==> src/absd_pkg.sv <==
// Package for the audio block signal detector: payload structs, register
// indexes, widths and defaults shared by every module of the block.
// No dependencies.
`default_nettype none

package absd_pkg;

    // Fixed field widths
    localparam int SAMPLE_BITS    = 16;
    localparam int PEAK_OUT_BITS  = 16;
    localparam int MIN_BITS       = 32;
    localparam int PEAK_THR_BITS  = 16;
    localparam int RMS_THR_BITS   = 31;
    localparam int SUM_BITS       = 64;
    localparam int SQ_BITS        = 2 * SAMPLE_BITS;
    localparam int PEAK_CMP_BITS  =
        (SAMPLE_BITS > PEAK_THR_BITS) ? SAMPLE_BITS : PEAK_THR_BITS;

    // Defaults for module parameters
    localparam int COUNT_BITS_DEFAULT  = 32;
    localparam int QUEUE_DEPTH_DEFAULT = 4;

    // Configuration port
    localparam int CFG_INDEX_BITS = 2;
    localparam int CFG_DATA_BITS  = 32;
    localparam logic [CFG_INDEX_BITS-1:0] CFG_MIN_SAMPLES     = 2'd0;
    localparam logic [CFG_INDEX_BITS-1:0] CFG_PEAK_THRESHOLD  = 2'd1;
    localparam logic [CFG_INDEX_BITS-1:0] CFG_RMS_THRESHOLD_SQ = 2'd2;

    // Register reset values
    localparam logic [MIN_BITS-1:0]      MIN_SAMPLES_RESET    = 32'd4000;
    localparam logic [PEAK_THR_BITS-1:0] PEAK_THRESHOLD_RESET = 16'd99;
    localparam logic [RMS_THR_BITS-1:0]  RMS_THR_SQ_RESET     = 31'd269;

    typedef struct packed {
        logic signed [SAMPLE_BITS-1:0] sample;
        logic                          sample_valid;
        logic                          last_sample;
    } t_in_item;

    typedef struct packed {
        logic                     has_signal;
        logic                     too_short;
        logic [PEAK_OUT_BITS-1:0] peak_level;
    } t_out_item;

    // Classified sample as it sits in the queue: magnitude, zero if skipped
    typedef struct packed {
        logic [SAMPLE_BITS-1:0] mag;
        logic                   last;
    } t_q_item;

    typedef struct packed {
        logic [MIN_BITS-1:0]      min_samples;
        logic [PEAK_THR_BITS-1:0] peak_threshold;
        logic [RMS_THR_BITS-1:0]  rms_threshold_squared;
    } t_cfg;

endpackage

`default_nettype wire

==> src/absd_front.sv <==
// Front end: input handshake and sample classification (magnitude, skip of
// non-finite samples). Depends on absd_pkg.
`default_nettype none

module absd_front (
    input  wire                 i_in_valid,
    output logic                o_in_ready,
    input  absd_pkg::t_in_item  i_in_data,
    input  wire                 i_q_full,
    output logic                o_q_push,
    output absd_pkg::t_q_item   o_q_item
);
    import absd_pkg::*;

    logic [SAMPLE_BITS-1:0] raw;
    logic [SAMPLE_BITS-1:0] mag;

    // Accept whenever the queue has room
    assign o_in_ready = !i_q_full;
    assign o_q_push   = i_in_valid && !i_q_full;

    // Two's complement magnitude; the most negative code maps onto 2^(N-1)
    always_comb begin
        raw = i_in_data.sample;
        mag = raw[SAMPLE_BITS-1] ? SAMPLE_BITS'(~raw + 1'b1) : raw;
    end

    // Invalid samples still count but add nothing to peak or sum
    assign o_q_item.mag  = i_in_data.sample_valid ? mag : '0;
    assign o_q_item.last = i_in_data.last_sample;

endmodule

`default_nettype wire

==> src/absd_queue.sv <==
// Short FIFO between the front end and the measuring back end.
// Depends on absd_pkg.
`default_nettype none

module absd_queue #(
    parameter int DEPTH = absd_pkg::QUEUE_DEPTH_DEFAULT
) (
    input  wire                i_clk,
    input  wire                i_rst_n,
    input  wire                i_push,
    input  absd_pkg::t_q_item  i_item,
    output logic               o_full,
    output logic               o_valid,
    input  wire                i_pop,
    output absd_pkg::t_q_item  o_item
);
    import absd_pkg::*;

    localparam int PTR_BITS = (DEPTH > 1) ? $clog2(DEPTH) : 1;
    localparam int CNT_BITS = $clog2(DEPTH + 1);
    localparam logic [PTR_BITS-1:0] LAST_PTR = PTR_BITS'(DEPTH - 1);

    t_q_item             r_mem [DEPTH];
    logic [PTR_BITS-1:0] r_wr_ptr, n_wr_ptr;
    logic [PTR_BITS-1:0] r_rd_ptr, n_rd_ptr;
    logic [CNT_BITS-1:0] r_count,  n_count;

    assign o_full  = (r_count == CNT_BITS'(DEPTH));
    assign o_valid = (r_count != '0);
    assign o_item  = r_mem[r_rd_ptr];

    // Pointer wrap and fill level
    always_comb begin
        n_wr_ptr = r_wr_ptr;
        n_rd_ptr = r_rd_ptr;
        n_count  = r_count;
        if (i_push) begin
            n_wr_ptr = (r_wr_ptr == LAST_PTR) ? '0 : r_wr_ptr + 1'b1;
        end
        if (i_pop) begin
            n_rd_ptr = (r_rd_ptr == LAST_PTR) ? '0 : r_rd_ptr + 1'b1;
        end
        if (i_push && !i_pop) begin
            n_count = r_count + 1'b1;
        end else if (!i_push && i_pop) begin
            n_count = r_count - 1'b1;
        end
    end

    always_ff @(posedge i_clk) begin
        if (!i_rst_n) begin
            r_wr_ptr <= '0;
            r_rd_ptr <= '0;
            r_count  <= '0;
        end else begin
            r_wr_ptr <= n_wr_ptr;
            r_rd_ptr <= n_rd_ptr;
            r_count  <= n_count;
        end
    end

    // Storage, no reset needed
    always_ff @(posedge i_clk) begin
        if (i_push) begin
            r_mem[r_wr_ptr] <= i_item;
        end
    end

endmodule

`default_nettype wire

==> src/absd_back.sv <==
// Back end: squaring stage, block accumulators (count, peak, sum of squares),
// verdict snapshot with the threshold-times-count compare, output register.
// Depends on absd_pkg.
`default_nettype none

module absd_back #(
    parameter int COUNT_BITS = absd_pkg::COUNT_BITS_DEFAULT
) (
    input  wire                i_clk,
    input  wire                i_rst_n,
    input  absd_pkg::t_cfg     i_cfg,
    input  wire                i_q_valid,
    output logic               o_q_pop,
    input  absd_pkg::t_q_item  i_q_item,
    output logic               o_out_valid,
    input  wire                i_out_ready,
    output absd_pkg::t_out_item o_out_data
);
    import absd_pkg::*;

    localparam int PROD_BITS = RMS_THR_BITS + COUNT_BITS;

    // Square stage
    logic                   r_sq_v;
    logic                   r_sq_last;
    logic [SAMPLE_BITS-1:0] r_sq_mag;
    logic [SQ_BITS-1:0]     r_sq;

    // Block accumulators
    logic [COUNT_BITS-1:0]  r_count, n_count;
    logic [SAMPLE_BITS-1:0] r_peak,  n_peak;
    logic [SUM_BITS-1:0]    r_sum,   n_sum;
    logic [SUM_BITS:0]      sum_ext;

    // Verdict snapshot
    logic                   r_snap_v;
    logic [COUNT_BITS-1:0]  r_snap_count;
    logic [SAMPLE_BITS-1:0] r_snap_peak;
    logic [SUM_BITS-1:0]    r_snap_sum;

    // Output register
    logic                   r_out_v;
    t_out_item              r_out;
    t_out_item              verdict;

    logic out_free, snap_go, snap_free, sq_adv, sq_free;

    // Flow control, from the output back to the queue
    assign out_free  = !r_out_v || i_out_ready;
    assign snap_go   = r_snap_v && out_free;
    assign snap_free = !r_snap_v || out_free;
    assign sq_adv    = r_sq_v && (!r_sq_last || snap_free);
    assign sq_free   = !r_sq_v || sq_adv;
    assign o_q_pop   = i_q_valid && sq_free;

    // Next accumulator values; count and sum saturate
    always_comb begin
        if (&r_count) begin
            n_count = r_count;
        end else begin
            n_count = r_count + 1'b1;
        end
        n_peak  = (r_sq_mag > r_peak) ? r_sq_mag : r_peak;
        sum_ext = {1'b0, r_sum} + (SUM_BITS + 1)'(r_sq);
        n_sum   = sum_ext[SUM_BITS] ? '1 : sum_ext[SUM_BITS-1:0];
    end

    // Verdict: square root and division replaced by sum >= thr^2 * count,
    // with the threshold as it stands when the verdict is formed
    always_comb begin
        logic                 short_block;
        logic                 peak_hit;
        logic                 rms_hit;
        logic [PROD_BITS-1:0] rms_limit;
        short_block = MIN_BITS'(r_snap_count) < i_cfg.min_samples;
        peak_hit    = PEAK_CMP_BITS'(r_snap_peak) >=
                      PEAK_CMP_BITS'(i_cfg.peak_threshold);
        rms_limit   = PROD_BITS'(i_cfg.rms_threshold_squared) *
                      PROD_BITS'(r_snap_count);
        rms_hit     = r_snap_sum >= SUM_BITS'(rms_limit);
        verdict.has_signal = !short_block && (peak_hit || rms_hit);
        verdict.too_short  = short_block;
        verdict.peak_level = PEAK_OUT_BITS'(r_snap_peak);
    end

    // Control registers
    always_ff @(posedge i_clk) begin
        if (!i_rst_n) begin
            r_sq_v   <= 1'b0;
            r_snap_v <= 1'b0;
            r_out_v  <= 1'b0;
            r_count  <= '0;
            r_peak   <= '0;
            r_sum    <= '0;
        end else begin
            if (o_q_pop) begin
                r_sq_v <= 1'b1;
            end else if (sq_adv) begin
                r_sq_v <= 1'b0;
            end

            if (sq_adv && r_sq_last) begin
                r_snap_v <= 1'b1;
            end else if (snap_go) begin
                r_snap_v <= 1'b0;
            end

            if (snap_go) begin
                r_out_v <= 1'b1;
            end else if (i_out_ready) begin
                r_out_v <= 1'b0;
            end

            // Block state clears after the last sample
            if (sq_adv) begin
                if (r_sq_last) begin
                    r_count <= '0;
                    r_peak  <= '0;
                    r_sum   <= '0;
                end else begin
                    r_count <= n_count;
                    r_peak  <= n_peak;
                    r_sum   <= n_sum;
                end
            end
        end
    end

    // Payload registers
    always_ff @(posedge i_clk) begin
        if (o_q_pop) begin
            r_sq_last <= i_q_item.last;
            r_sq_mag  <= i_q_item.mag;
            r_sq      <= SQ_BITS'(i_q_item.mag) * SQ_BITS'(i_q_item.mag);
        end
        if (sq_adv && r_sq_last) begin
            r_snap_count <= n_count;
            r_snap_peak  <= n_peak;
            r_snap_sum   <= n_sum;
        end
        if (snap_go) begin
            r_out <= verdict;
        end
    end

    assign o_out_valid = r_out_v;
    assign o_out_data  = r_out;

endmodule

`default_nettype wire

==> src/audio_block_signal_detector.sv <==
// Audio block signal detector, top level: configuration registers and the
// front end, queue and back end. Depends on absd_pkg and all absd_ modules.
//
// Use: samples arrive on the input channel (valid/ready), one transfer per
// sample, with a finiteness mark and a last mark. On each sample marked last
// one verdict transfer leaves on the output channel: has_signal, too_short
// and the block's peak magnitude. Other samples give no output.
// Throughput is one sample per cycle while the output accepts verdicts; the
// squaring multiplier and the 64-bit sum-of-squares adder each sit in their
// own register stage. A verdict passes through the queue, the square stage,
// the verdict snapshot and the output register.
// A stalled receiver holds the verdict in the output register; the queue
// (QUEUE_DEPTH entries) fills behind it and then ready drops, so nothing is
// lost. Reset clears the block state, empties the queue and loads the
// registers with their defaults (min_samples 4000, peak_threshold 99,
// rms_threshold_squared 269). The configuration port is a plain write port:
// registers are written at any edge with the write enable high and are
// meant to change only while no block is in flight.
`default_nettype none

module audio_block_signal_detector #(
    parameter int COUNT_BITS  = absd_pkg::COUNT_BITS_DEFAULT,
    parameter int QUEUE_DEPTH = absd_pkg::QUEUE_DEPTH_DEFAULT
) (
    input  wire                                    i_clk,
    input  wire                                    i_rst_n,
    input  wire                                    i_cfg_we,
    input  wire  [absd_pkg::CFG_INDEX_BITS-1:0]    i_cfg_index,
    input  wire  [absd_pkg::CFG_DATA_BITS-1:0]     i_cfg_data,
    input  wire                                    i_in_valid,
    output logic                                   o_in_ready,
    input  absd_pkg::t_in_item                     i_in_data,
    output logic                                   o_out_valid,
    input  wire                                    i_out_ready,
    output absd_pkg::t_out_item                    o_out_data
);
    import absd_pkg::*;

    t_cfg    r_cfg;
    logic    q_full;
    logic    q_push;
    t_q_item q_in_item;
    logic    q_valid;
    logic    q_pop;
    t_q_item q_out_item;

    // Configuration registers; unknown indexes are ignored
    always_ff @(posedge i_clk) begin
        if (!i_rst_n) begin
            r_cfg.min_samples           <= MIN_SAMPLES_RESET;
            r_cfg.peak_threshold        <= PEAK_THRESHOLD_RESET;
            r_cfg.rms_threshold_squared <= RMS_THR_SQ_RESET;
        end else if (i_cfg_we) begin
            unique case (i_cfg_index)
                CFG_MIN_SAMPLES: begin
                    r_cfg.min_samples <= MIN_BITS'(i_cfg_data);
                end
                CFG_PEAK_THRESHOLD: begin
                    r_cfg.peak_threshold <= PEAK_THR_BITS'(i_cfg_data);
                end
                CFG_RMS_THRESHOLD_SQ: begin
                    r_cfg.rms_threshold_squared <= RMS_THR_BITS'(i_cfg_data);
                end
                default: begin
                end
            endcase
        end
    end

    absd_front u_front (
        .i_in_valid (i_in_valid),
        .o_in_ready (o_in_ready),
        .i_in_data  (i_in_data),
        .i_q_full   (q_full),
        .o_q_push   (q_push),
        .o_q_item   (q_in_item)
    );

    absd_queue #(
        .DEPTH (QUEUE_DEPTH)
    ) u_queue (
        .i_clk   (i_clk),
        .i_rst_n (i_rst_n),
        .i_push  (q_push),
        .i_item  (q_in_item),
        .o_full  (q_full),
        .o_valid (q_valid),
        .i_pop   (q_pop),
        .o_item  (q_out_item)
    );

    absd_back #(
        .COUNT_BITS (COUNT_BITS)
    ) u_back (
        .i_clk       (i_clk),
        .i_rst_n     (i_rst_n),
        .i_cfg       (r_cfg),
        .i_q_valid   (q_valid),
        .o_q_pop     (q_pop),
        .i_q_item    (q_out_item),
        .o_out_valid (o_out_valid),
        .i_out_ready (i_out_ready),
        .o_out_data  (o_out_data)
    );

endmodule

`default_nettype wire

==> config.mk <==
export PLATFORM = sky130hd
export DESIGN_NAME = audio_block_signal_detector
export DESIGN_NICKNAME = d
export VERILOG_FILES = /design/src/absd_pkg.sv /design/src/absd_front.sv /design/src/absd_queue.sv /design/src/absd_back.sv /design/src/audio_block_signal_detector.sv
export SDC_FILE = /design/constraint.sdc
export NUM_CORES = 2
export LEC_CHECK = 0
export ABC_AREA = 1
export BUFFER_PORTS_ARGS = -buffer_cell sky130_fd_sc_hd__buf_2
export CORE_MARGIN = 2
export CORE_UTILIZATION = 25
export DETAILED_ROUTE_END_ITERATION = 12
export MAX_ROUTING_LAYER = met4
export PLACE_DENSITY = 0.45
export SYNTH_ARGS = -nofsm -noshare
export SYNTH_HDL_FRONTEND = slang
export SYNTH_SLANG_ARGS = --single-unit
==> constraint.sdc <==
create_clock -name i_clk -period 10.4 [get_ports i_clk]
set_clock_uncertainty 0.05 [all_clocks]
set_input_delay 1.04 -clock i_clk [delete_from_list [all_inputs] [get_ports i_clk]]
set_output_delay 1.04 -clock i_clk [all_outputs]
set_load 0.005 [all_outputs]
### Yosys cells after proc, flatten, opt, wreduce, memory -nomap -nowiden

Memories as Yosys holds them, arrays and structs flattened. A register that Yosys moved wholly into a read port is not among the register bits.
Index checks and enable logic that the tools add are counted.

* add/sub/neg operators: 7
* $mul: 2
* divide/modulo/power cells: 0
* magnitude comparators: 4
* equality and inequality tests: 5
* shift operators: 0
* mux-type cells: 22
* bitwise logic cells: 1
* reductions and logical operators: 31

Operator list (number)
* 2-to-1 mux 64 bit: 2
* adder 64 x 32 -> 65 bit: 1
* greater-or-equal comparator 64 x 63 -> 1 bit: 1
* 2-to-1 mux 16 bit: 4
* 2-to-1 mux 32 bit: 2
* multiplier 31 x 32 -> 63 bit: 1
* adder 32 x 1 -> 32 bit, second input constant: 1
* less-than comparator 32 bit: 1
* multiplier 16 x 16 -> 32 bit: 1
* AND reduction 32 bit: 1
* adder 16 x 1 -> 16 bit, second input constant: 1
* greater-or-equal comparator 16 bit: 1
* > comparator 16 bit: 1
* inverter 16 bit: 1
* logical AND 1 bit: 8
* logical NOT 1 bit: 8
* 2-to-1 mux 1 bit: 8
* 2-to-1 mux 2 bit: 4
* nonzero test 2 bit: 4
* == test 2 bit, second input constant: 3
* 2-to-1 mux 3 bit: 2
* AND reduction 2 bit: 3
* logical OR 1 bit: 5
* adder 2 x 1 -> 2 bit, second input constant: 2
* other kinds (6): 6

* flip-flop bits (word level): 380
* latch bits: 0
* RAM bits: 68
* memory bits (read-only): 0
* input port bits: 57
* logic and storage cells: 94
* memories: 1

Memories
* u_queue.r_mem: words 4, bits a word 17, rd ports 1, clocked after memory_dff 1, wr ports 1, RTL line absd_queue.sv:23 `t_q_item r_mem [DEPTH];`

### Longest topological paths before layout

* depth after elaboration: 10
* depth in mapped cells: 45
* depth with buffers taken out: 43

### Cells and area by module

A second synthesis with hierarchy kept.

* cell total of the unflattened synthesis: 8456
* area total of the unflattened synthesis: 65726.8 um^2

Modules (own cells, without submodules)
* absd_back: times used 1, cells each 7636, area each 58911.5 um^2, sequential area each 7617.3 um^2
* audio_block_signal_detector: times used 1, cells each 485, area each 3276.9 um^2, sequential area each 1581.5 um^2
* absd_queue: times used 1, cells each 224, area each 3041.7 um^2, sequential area each 2222.1 um^2
* absd_front: times used 1, cells each 111, area each 496.7 um^2, sequential area each 0.0 um^2

### Least setup slack after synthesis

OpenSTA, ideal clock, no wires.

* path type: register -> register
* from: register r_cfg[5] (netlist name)
* to: register u_back.r_out, in the netlist u_back.o_out_data[17] (data pin)
* arrival time: 7505 ps
* slack: 2595 ps
* stages on the path, launching flop included: 41
* clock period less this slack: 7805 ps
* cell sequence: dfxtp_1 clkbuf_1 clkbuf_1 nand2_1 inv_1 fa_1 fa_1 fa_1 inv_1 fa_1 inv_1 fa_1 inv_1 fa_1 inv_1 fa_1 inv_1 fa_1 (+5 left out) nor2_1 inv_1 nor2_1 a21oi_1 o21ai_0 nand2_1 nand3_1 nand2_1 ha_1 nand2_1 nor2_1 a21boi_0 o21ai_0 nand2_1 a21oi_1 nand4_1 nand2_1 inv_1

RTL lines
* start, declared: RTL line audio_block_signal_detector.sv:39 `t_cfg r_cfg;`
* end signal, assigned: RTL line absd_back.sv:142 `r_out <= verdict;`
* end, declared: RTL line absd_back.sv:43 `t_out_item r_out;`

==> results_dict.tcl <==
set metrics [dict create \
    worst_setup_path_start_kind "register" \
    unrepaired_setup_endpoints_after_global_routing "false" \
    critical_path_arrival_ps 9970 \
    yosys_register_bits 448 \
    place.detailed.instances 11500 \
    ys.warnings.count 0 \
    ports 77 \
    report.final.slew_viol_count 0 \
    finalNetCount 9803 \
    min_from "r_cfg[47]$_SDFFE_PN0P_" \
    final-instance-count-excl-fill 11600 \
    criticalPathCategory "reg -> reg" \
    critical_path.max_stage_delay_ps 820 \
    status "completed" \
    synth_edf_count 245 \
    synth_xor_area_frac 0.0189 \
    die_height_um 513 \
    clkSlewWorstSetupHoldPaths_ps 70 \
    htree_levels 2 \
    setup_tns_final_ps 0 \
    synth.lib_cells_used.distinct 56 \
    buffer_and_inverter_count_on_the_worst_path 7 \
    fp.coreArea_mm2 0.257 \
    floorplan.die.width_um 513 \
    finalSetupViolations 0 \
    routed_via_density 4.40 \
    post_route_setup_slack_ps 782 \
    synth_area_mm2 0.0648 \
    synth_compound_area_frac 0.0592 \
    yosys-mux-area-fraction 0.000155 \
    simple_logic_cell_fraction_of_the_synthesized_area 0.183 \
    max_slew.worst_pin.slew_ps 1210 \
    dominant_combinational_cell_family_by_area_after_synthesis "adder cells" \
    worst_hold_path_type "reg -> reg" \
    timing.max_slew.rel_slack 0.189 \
    post_cts_hold_buffer_count 0 \
    hpwlAfterDp_um 180000 \
    crit_path_start "r_cfg[4]$_SDFFE_PN0P_" \
    clock_path_buffers 3 \
    synthDominantCellAreaShare 0.319 \
    area_growth_pct 10.1 \
    cts_tree "built" \
    critPathSlowestCell "sky130_fd_sc_hd__dfxtp_1" \
    avgRoutedWirePerCell_um 18.5 \
    cp_endpoint_kind "register" \
    tcrit_tclk_final 0.925 \
    timing.critical_path.fanout_max 17 \
    synth.net_count 9832 \
    postCtsSetupBuffers 0 \
    tritoncts.num_buffers 55 \
    yosysSeqAreaShare 0.176 \
    yosysTopAreaCell "sky130_fd_sc_hd__fa_1" \
    grtUsageTotal 0.170 \
    fillers 27900 \
    pre_cts_ws_ps 789 \
    post_synth.cell_area_avg_um2 7.88 \
    synthTopCellsByArea "sky130_fd_sc_hd__fa_1, sky130_fd_sc_hd__nand2_1, sky130_fd_sc_hd__inv_1" \
    fmax_mhz 104 \
    globalRoute.totalOverflow 0 \
    postSynthCellCount 8225 \
    fraction_of_final_layout_cells_sized_beyond_drive_strength_1 0.0501 \
    worstPathRequired_ps 10750 \
    root_buffer "sky130_fd_sc_hd__clkbuf_16" \
    number_of_global_route_vias_before_repair 53800 \
    die_area_mm2 0.263 \
    grt_start_max_net_pins 80 \
    finalCoreUtilization 0.277 \
    buffer_ports.inserted 76 \
    clock_insertion_delay_worst_skew_ps 700 \
    drt_iter0_markers 3106 \
    finalCriticalPeriod_ps 9620 \
    grt_pass1_wl_um 335000 \
    detail-route-antenna-nets 0 \
    hold_violations 0 \
    totalWireLength_um 216000 \
    commonest_cells_in_the_netlist "sky130_fd_sc_hd__nand2_1, sky130_fd_sc_hd__inv_1, sky130_fd_sc_hd__fa_1" \
    path_delay_family "adder cells" \
    fraction_of_registers_with_async_set_or_reset_after_synthesis 0 \
    setup.reg_to_reg.worst_slack_ps 780 \
    routed-via-count 51100 \
    synth_fa_ha_area_frac 0.419 \
    row_count 186 \
    finalWeightedCongestion 0.936 \
    drt_first_pass_iters 5 \
    number_of_antenna_violations_at_the_first_check_in_global_routing 13 \
    start_util 0.252 \
    drt_drc_violations_left 0 \
    synth_flop_cell "sky130_fd_sc_hd__edfxtp_1" \
    maxCapViolCount 0 \
    cts.repair.resized 0 \
    reg2reg_from "r_cfg[4]$_SDFFE_PN0P_" \
    synth.most_common_cell "sky130_fd_sc_hd__nand2_1" \
    tritoncts_num_sinks 448 \
]
layout make-up:
type,instances,area [um2],area share
Timing Repair Buffer,234,1680,0.0235
Antenna cell,4,10.0,0.000140
Tap cell,3384,4230,0.0594
Clock buffer,70,1520,0.0214
Clock inverter,34,347,0.00486
Inverter,2130,8000,0.112
Sequential cell,448,11400,0.160
Multi-Input combinational cell,5327,44100,0.618
placed cells by master, fill, tap and decap left out, types with 9 or more instances in the layout:
cell                           n
sky130_fd_sc_hd__o211ai_1     16
sky130_fd_sc_hd__nor3_1       69
sky130_fd_sc_hd__buf_2        76
sky130_fd_sc_hd__nand3_2      35
sky130_fd_sc_hd__clkbuf_16    56
sky130_fd_sc_hd__nand2_2      16
sky130_fd_sc_hd__o21a_1        9
sky130_fd_sc_hd__dfxtp_1     203
sky130_fd_sc_hd__fa_1       1031
sky130_fd_sc_hd__nand4_1      48
sky130_fd_sc_hd__nand3_1     155
sky130_fd_sc_hd__a31oi_1      12
sky130_fd_sc_hd__o21bai_1     23
sky130_fd_sc_hd__clkinv_2     11
sky130_fd_sc_hd__inv_1      2120
sky130_fd_sc_hd__a21oi_1     417
sky130_fd_sc_hd__o21ai_0     181
sky130_fd_sc_hd__nor2_1      380
sky130_fd_sc_hd__xor2_1       88
sky130_fd_sc_hd__nand2_1    2182
sky130_fd_sc_hd__a21o_1        9
sky130_fd_sc_hd__nor4_1       14
sky130_fd_sc_hd__ha_1        519
sky130_fd_sc_hd__xnor2_1      52
sky130_fd_sc_hd__a32oi_1      10
sky130_fd_sc_hd__buf_12        9
sky130_fd_sc_hd__edfxtp_1    245
sky130_fd_sc_hd__buf_4       149
path summary, 6_finish.rpt:
check                                         end  cells past startpoint
hold / removal             r_cfg[47]$_SDFFE_PN0P_                      2
hold reg to reg            r_cfg[47]$_SDFFE_PN0P_                      2
setup / recovery  u_back.o_out_data[17]$_DFFE_PP_                     35
setup reg to reg  u_back.o_out_data[17]$_DFFE_PP_                     35
registers in the layout, indices dropped and copies added (netlist names), named ones only:
signal,flops
u_queue.r_mem,68
u_back.r_snap_sum,64
u_queue.r_wr_ptr,2
u_back.r_snap_peak,16
u_back.r_sq_last,1
u_queue.r_count,3
u_back.r_sum,64
u_back.r_snap_count,32
u_back.r_sq_v,1
u_back.o_out_valid,1
u_queue.r_rd_ptr,2
r_cfg,79
u_back.r_sq_mag,15
u_back.r_sq,31
u_back.r_count,32
u_back.r_peak,16
u_back.o_out_data,18
u_back.r_snap_v,1
layer usage:
metal  wire length [um]  share of wire  vias to the layer above  track usage
li1                   -              -                    24300            -
met1              98200           0.46                    25700        0.224
met2             106000           0.49                      974        0.289
met3               7820          0.036                      189       0.0134
met4               3780          0.018                        0       0.0300
met5                  0              0                        -            -
worst min-delay path, delay by kind of cell, from the launching register on:
family | cells | cell delay, ps
flip-flops | 1 | 300
AO/OA/AOI/OAI | 1 | 50
buffers and inverters | 1 | 50
logic make-up (layout without fill, tap and decap cells):
family,Yosys count,in the layout
AO/OA/AOI/OAI,706,706
XOR/XNOR,140,140
adder cells (fa/ha/maj),1550,1550
buffers and inverters,2450,2468
flip-flops,448,448
multiplexers,1,1
other,0,4
AND/OR/NAND/NOR,2930,2930
per-stage QoR:
step                hold slack [ps]  cell area (um2)
CTS                             404            71300
global route                    414            71300
finish                          401            71300
floorplan                       374            64800
global placement                390            69400
detailed placement              395            69400
Power is not shown: default switching activity piles up to over one toggle a cycle in this logic, so the estimate is an artifact.
